File: src/hw/rtl/axis_angle_rotation_matrix_defines.svh
// Assertion helpers for the rotation matrix block
`ifndef AXIS_ANGLE_ROTATION_MATRIX_DEFINES_SVH
`define AXIS_ANGLE_ROTATION_MATRIX_DEFINES_SVH
// assert that a implies b on the same edge
`define AARM_ASSERT_IMP(lbl, clk, rst_n, a, b) \
    lbl: assert property (@(posedge clk) disable iff (!rst_n) (a) |-> (b)) \
        else $error("assertion failed");
// assert that a implies b on the next edge
`define AARM_ASSERT_NXT(lbl, clk, rst_n, a, b) \
    lbl: assert property (@(posedge clk) disable iff (!rst_n) (a) |=> (b)) \
        else $error("assertion failed");
`endif

File: src/hw/rtl/aarm_pkg.sv
`timescale 1ns / 1ps
`default_nettype none
package aarm_pkg;
    typedef struct packed {
        logic signed [15:0] angle;
        logic signed [15:0] axis_x;
        logic signed [15:0] axis_y;
        logic signed [15:0] axis_z;
    } t_in_item;

    typedef struct packed {
        logic signed [15:0] col0_row0;
        logic signed [15:0] col0_row1;
        logic signed [15:0] col0_row2;
        logic signed [15:0] col1_row0;
        logic signed [15:0] col1_row1;
        logic signed [15:0] col1_row2;
        logic signed [15:0] col2_row0;
        logic signed [15:0] col2_row1;
        logic signed [15:0] col2_row2;
    } t_out_item;

    localparam int ATAN_ENTRIES = 24;
    localparam logic signed [33:0] CORDIC_GAIN = 34'sd652032874;

    // atan(2^-i) in 2^32-per-turn units
    function automatic logic signed [33:0] atan_turn(input logic [4:0] i);
        logic signed [33:0] v;
        case (i)
            5'd0:  v = 34'sd536870912;
            5'd1:  v = 34'sd316933406;
            5'd2:  v = 34'sd167458907;
            5'd3:  v = 34'sd85004756;
            5'd4:  v = 34'sd42667331;
            5'd5:  v = 34'sd21354465;
            5'd6:  v = 34'sd10679838;
            5'd7:  v = 34'sd5340245;
            5'd8:  v = 34'sd2670163;
            5'd9:  v = 34'sd1335087;
            5'd10: v = 34'sd667544;
            5'd11: v = 34'sd333772;
            5'd12: v = 34'sd166886;
            5'd13: v = 34'sd83443;
            5'd14: v = 34'sd41722;
            5'd15: v = 34'sd20861;
            5'd16: v = 34'sd10430;
            5'd17: v = 34'sd5215;
            5'd18: v = 34'sd2608;
            5'd19: v = 34'sd1304;
            5'd20: v = 34'sd652;
            5'd21: v = 34'sd326;
            5'd22: v = 34'sd163;
            5'd23: v = 34'sd81;
            default: v = '0;
        endcase
        return v;
    endfunction

    function automatic logic signed [15:0] round_sat(input logic signed [63:0] v);
        logic signed [63:0] r;
        r = (v + 64'sd536870912) >>> 30;
        if (r > 64'sd32767) return 16'sh7fff;
        if (r < -64'sd32768) return 16'sh8000;
        return r[15:0];
    endfunction
endpackage
`default_nettype wire

File: src/hw/rtl/aarm_cordic_cell.sv
`timescale 1ns / 1ps
`default_nettype none
module aarm_cordic_cell #(
    parameter int STAGE = 0
) (
    input  wire               i_clk,
    input  wire               i_rst_n,
    input  wire               i_en,
    input  wire               i_valid,
    input  wire signed [33:0] i_x,
    input  wire signed [33:0] i_y,
    input  wire signed [33:0] i_z,
    input  wire               i_flip,
    input  wire aarm_pkg::t_in_item i_item,
    output logic              o_valid,
    output logic signed [33:0] o_x,
    output logic signed [33:0] o_y,
    output logic signed [33:0] o_z,
    output logic              o_flip,
    output aarm_pkg::t_in_item o_item
);
    logic signed [33:0] n_x, n_y, n_z;
    logic signed [33:0] w_t;

    always_comb begin
        w_t = aarm_pkg::atan_turn(5'(STAGE));
        if (!i_z[33]) begin
            n_x = i_x - (i_y >>> STAGE);
            n_y = i_y + (i_x >>> STAGE);
            n_z = i_z - w_t;
        end else begin
            n_x = i_x + (i_y >>> STAGE);
            n_y = i_y - (i_x >>> STAGE);
            n_z = i_z + w_t;
        end
    end

    always_ff @(posedge i_clk) begin
        if (!i_rst_n) begin
            o_valid <= 1'b0;
        end else if (i_en) begin
            o_valid <= i_valid;
        end
        if (i_en) begin
            o_x    <= n_x;
            o_y    <= n_y;
            o_z    <= n_z;
            o_flip <= i_flip;
            o_item <= i_item;
        end
    end
endmodule
`default_nettype wire

File: config.mk
export PLATFORM = sky130hd
export DESIGN_NAME = aarm_cordic_cell
export DESIGN_NICKNAME = d
export VERILOG_FILES = /design/src/hw/rtl/axis_angle_rotation_matrix_defines.svh /design/src/hw/rtl/aarm_pkg.sv /design/src/hw/rtl/aarm_cordic_cell.sv
export SDC_FILE = /design/constraint.sdc
export NUM_CORES = 1
export LEC_CHECK = 0
export ABC_AREA = 1
export BUFFER_PORTS_ARGS = -buffer_cell sky130_fd_sc_hd__buf_2
export CAP_MARGIN = 20
export CORE_AREA = 2 2 163 165
export CTS_CLUSTER_SIZE = 40
export DETAILED_ROUTE_END_ITERATION = 10
export DIE_AREA = 0 0 165 167
export PLACE_DENSITY_LB_ADDON = 0.05
export SYNTH_ARGS = -nofsm -noshare
export SYNTH_HDL_FRONTEND = slang
export SYNTH_SLANG_ARGS = --single-unit
File: constraint.sdc
create_clock -name i_clk -period 2 [get_ports i_clk]
set_clock_uncertainty 0.2 [all_clocks]
set_input_delay 0 -clock i_clk [delete_from_list [all_inputs] [get_ports i_clk]]
set_output_delay 0 -clock i_clk [all_outputs]
set_load 0.005 [all_outputs]
==> results by group <==
Pwr
  – Power per cell area: 649 nW/µm²
  – Sw power: 4140 µW
  – Combinational Power Share: 35.1%
  – VDD IR max: 678 µV
  – Clk pwr share: 28.0%
  – Sequential share of power: 36.8%
  – Lkg Pwr: 0.00924 µW
  – Sw Ratio: 34.6%
  – Internal Pwr Total: 7840 µW

Yosys
  – Synth Area per Inst: 7.87 µm²
  – FF+latch count, synth: 167
  – Synth area leaders: edfxtp_1, nand2_1, ha_1
  – Area leader, netlist: edfxtp_1
  – Syn nets: 1867
  – Cell variety after synth: 46
  – Post-synth top flop: edfxtp_1
  – Yosys top cell area share: 39.9%
  – Top cells by count, synth: nand2_1, inv_1, edfxtp_1
  – Fraction of registers with async set or reset after synthesis: 0%
  – Mapped cell area: 12500 µm²
  – Count leader, synth: nand2_1
  – Post-synthesis sequential area ratio: 40.0%
  – Post-Synthesis Cells: 1589
  – Number of flops mapped to enable cells by yosys: 166
  – Synth warn: 0

Clock tree
  – Max Root-Sink Buffers: 2
  – Reg clk slew, reported paths: 0.08 ns
  – Root buffer cell: clkbuf_16
  – Number of setup buffers added after CTS: 0
  – Clk_lat worst skew: 0.43 ns
  – CTS sink cnt: 167
  – CTS buffer count: 17
  – CTS tree: yes
  – H-tree lvl count: 4

Detailed routing
  – Number of DRC markers in iteration 0: 1207
  – Via density per instance: 5.22
  – Aggregate routed wire length: 48800 µm
  – 1st-pass router iterations: 5
  – Via Count: 13.9k
  – Post-route DRC: 0
  – Routed wire per std cell: 18.3 µm
  – Antenna Nets Post-Route: 0

Timing
  – Fin. Hold Viols: 1
  – Slew @ Worst Pin: 0.405 ns
  – Fmax: 516 MHz
  – Max Slew Vio Count: 0
  – Rel. slew slack: 72.7%
  – Final min period: 1.94 ns
  – Hold WS: -0.00491 ns
  – Tcrit/Tclk final: 97.0%
  – Setup violators final: 0

Global routing
  – Vias in the first global route: 13.8k
  – Largest net degree at the start of global routing: 63
  – Initial antenna violation count: 0
  – GRT Total Usage: 35.1%
  – GRT overflow: 0
  – First-pass GRT wire length: 73700 µm

Finish
  – N_diodes: 0
  – Area Overhead vs Synth: 47.7%
  – Final non-filler cell total: 2665
  – # nets final: 2595
  – Layout cells sized above 1: 33.3%

Setup path
  – CP max stage cell: ha_1
  – Cell count along the critical path: 10
  – Type of the worst setup path: input pin to flop
  – Crit-path cells: buf_2 -> inv_1 -> ha_1 -> nand2_1 -> buf_4 -> o211ai_1 -> nand2_1 -> nand2_1 -> nor2_1 -> o31ai_1
  – Cell repeated most along the worst path: nand2_1
  – Crit start category: input pin
  – WP data arrival: 1.94 ns
  – Critical Path RT: 2.00 ns
  – Worst path buffer plus inverter count: 3
  – Worst setup EP type: flop
  – Worst r2r dst: o_valid
  – Reg2Reg Launch Point: o_valid
  – Crit path largest cell delay: 0.43 ns
  – Largest delay share family, worst path: compound AO/OA/AOI/OAI gates
  – Worst-case reg-to-reg path depth: 3
  – Worst-path maximum fanout: 8
  – Reg2reg setup slack: 0.57 ns

Worst hold path
  – Hold path startpoint: i_z[33]
  – Sink of the worst hold path: o_y[2]
  – Hold Path Cell Cnt: 3
  – Worst hold path type: input pin to flop

Placed design
  – IO Port Bufs: 338
  – Gpl congestion: 1.01
  – Placed Instances: 2523
  – DP Wirelength: 37300 µm

Die
  – Die ar.: 27600 µm²
  – DIE HEIGHT: 167 µm
  – Initial Util: 48.5%
  – Core area: 25800 µm²
  – IO Pins: 339
  – FP Rows: 59
  – Die W: 165 µm

Outcome
  – Failing checks: hold timing
  – Status: finished, violations left

Job
  – Max-Cap Viols: 0
state kept, by name (all words and copies together) (netlist names):
name     cells
o_item      64
o_x         34
o_z         34
o_y         33
o_flip       1
o_valid      1
per-layer routing:
| layer | track usage (%) | vias to the layer above | routed length [µm] |
|---|---|---|---|
| met5 | 0 | - | 0 |
| met4 | 19.2 | 0 | 2890 |
| met3 | 6.08 | 146 | 3610 |
| met2 | 56.8 | 657 | 22200 |
| met1 | 44.3 | 6381 | 20100 |
| li1 | - | 6721 | - |
kinds of logic (layout without fill, tap and decap cells):
logic type	count (synthesis)	count (layout)	synth area share, %
buffers and inverters	263	1004	8.98
flip-flops	167	167	40.0
multiplexers	1	1	0.0801
AND/OR/NAND/NOR	748	748	25.9
adder cells (fa/ha/maj)	107	107	10.9
XOR/XNOR	25	25	1.75
AO/OA/AOI/OAI	278	278	12.3
tightest hold or removal path, delay by kind of cell:
family | cells | cell delay, ns
buffers and inverters | 2 | 0.32
AOI/OAI and AO/OA | 1 | 0.18
cell type report:
class                           instances  area [µm²]
Clock inverter                         14         150
Clock buffer                           18         429
Tap cell                              335         419
Inverter                              218         821
Timing Repair Buffer                  754        5170
Fill cell                            2031        7300
Sequential cell                       167        5000
Multi-Input combinational cell       1159        6470
placed cells by master (no fill, tap or decap), types with 7 or more instances in the layout:
cell type | synthesis | routed
nand4_1 | 13 | 13
o21bai_1 | 10 | 10
nor2_1 | 126 | 122
nand3_1 | 140 | 140
ha_2 | 0 | 13
inv_1 | 202 | 201
nand2_1 | 401 | 396
a21oi_2 | 6 | 9
clkbuf_16 | 0 | 17
edfxtp_1 | 166 | 166
nor3_2 | 6 | 7
dlygate4sd3_1 | 0 | 110
nor2_2 | 15 | 19
xor2_1 | 25 | 25
ha_1 | 103 | 89
buf_4 | 17 | 300
o22ai_1 | 8 | 8
nor3_1 | 14 | 13
a21oi_1 | 122 | 119
buf_2 | 13 | 337
inv_2 | 14 | 16
a21o_1 | 14 | 14
o21ai_1 | 25 | 25
o21ai_0 | 74 | 72
nand2_2 | 11 | 16
per-stage QoR:
step	TNS [ns]	utilization [%]	total power, µW	worst slack, ns	area (µm²)
after floorplan	0	-	6290	0.0834	12500
after global placement	-15.57	64.8	8270	-0.382	16700
after detailed placement	-15.44	64.8	8330	-0.407	16700
after CTS	0	71.3	11800	0.0363	18400
after global routing	-0.00951	71.7	12500	-0.00951	18500
final	0	71.7	12000	0.0603	18500
worst max-delay path by stage:
stage | endpoint | start
5_1_grt | o_x[25] | i_x[11]
6_report | o_x[14] | i_x[5]
4_1_cts | o_x[24] | i_x[3]
2_1_floorplan | o_y[32] | i_x[0]
3_5_place_dp | o_x[24] | i_x[0]
3_3_place_gp | o_x[14] | i_x[5]
timing repair:
action	CTS	global route
gates resized for setup	0	33
endpoints found under the hold margin	222	0
hold buffers	110	0
setup endpoints to repair	0	35
power by group through the flow:
stage | Clock [µW] | Combinational, µW | Sequential (µW)
floorplan | 0 | 1760 | 4530
global placement | 0 | 3810 | 4460
detailed placement | 0 | 3860 | 4470
CTS | 3370 | 4070 | 4400
global route | 3520 | 4570 | 4450
finish | 3360 | 4210 | 4410
Power figures use the tool's default switching activity.
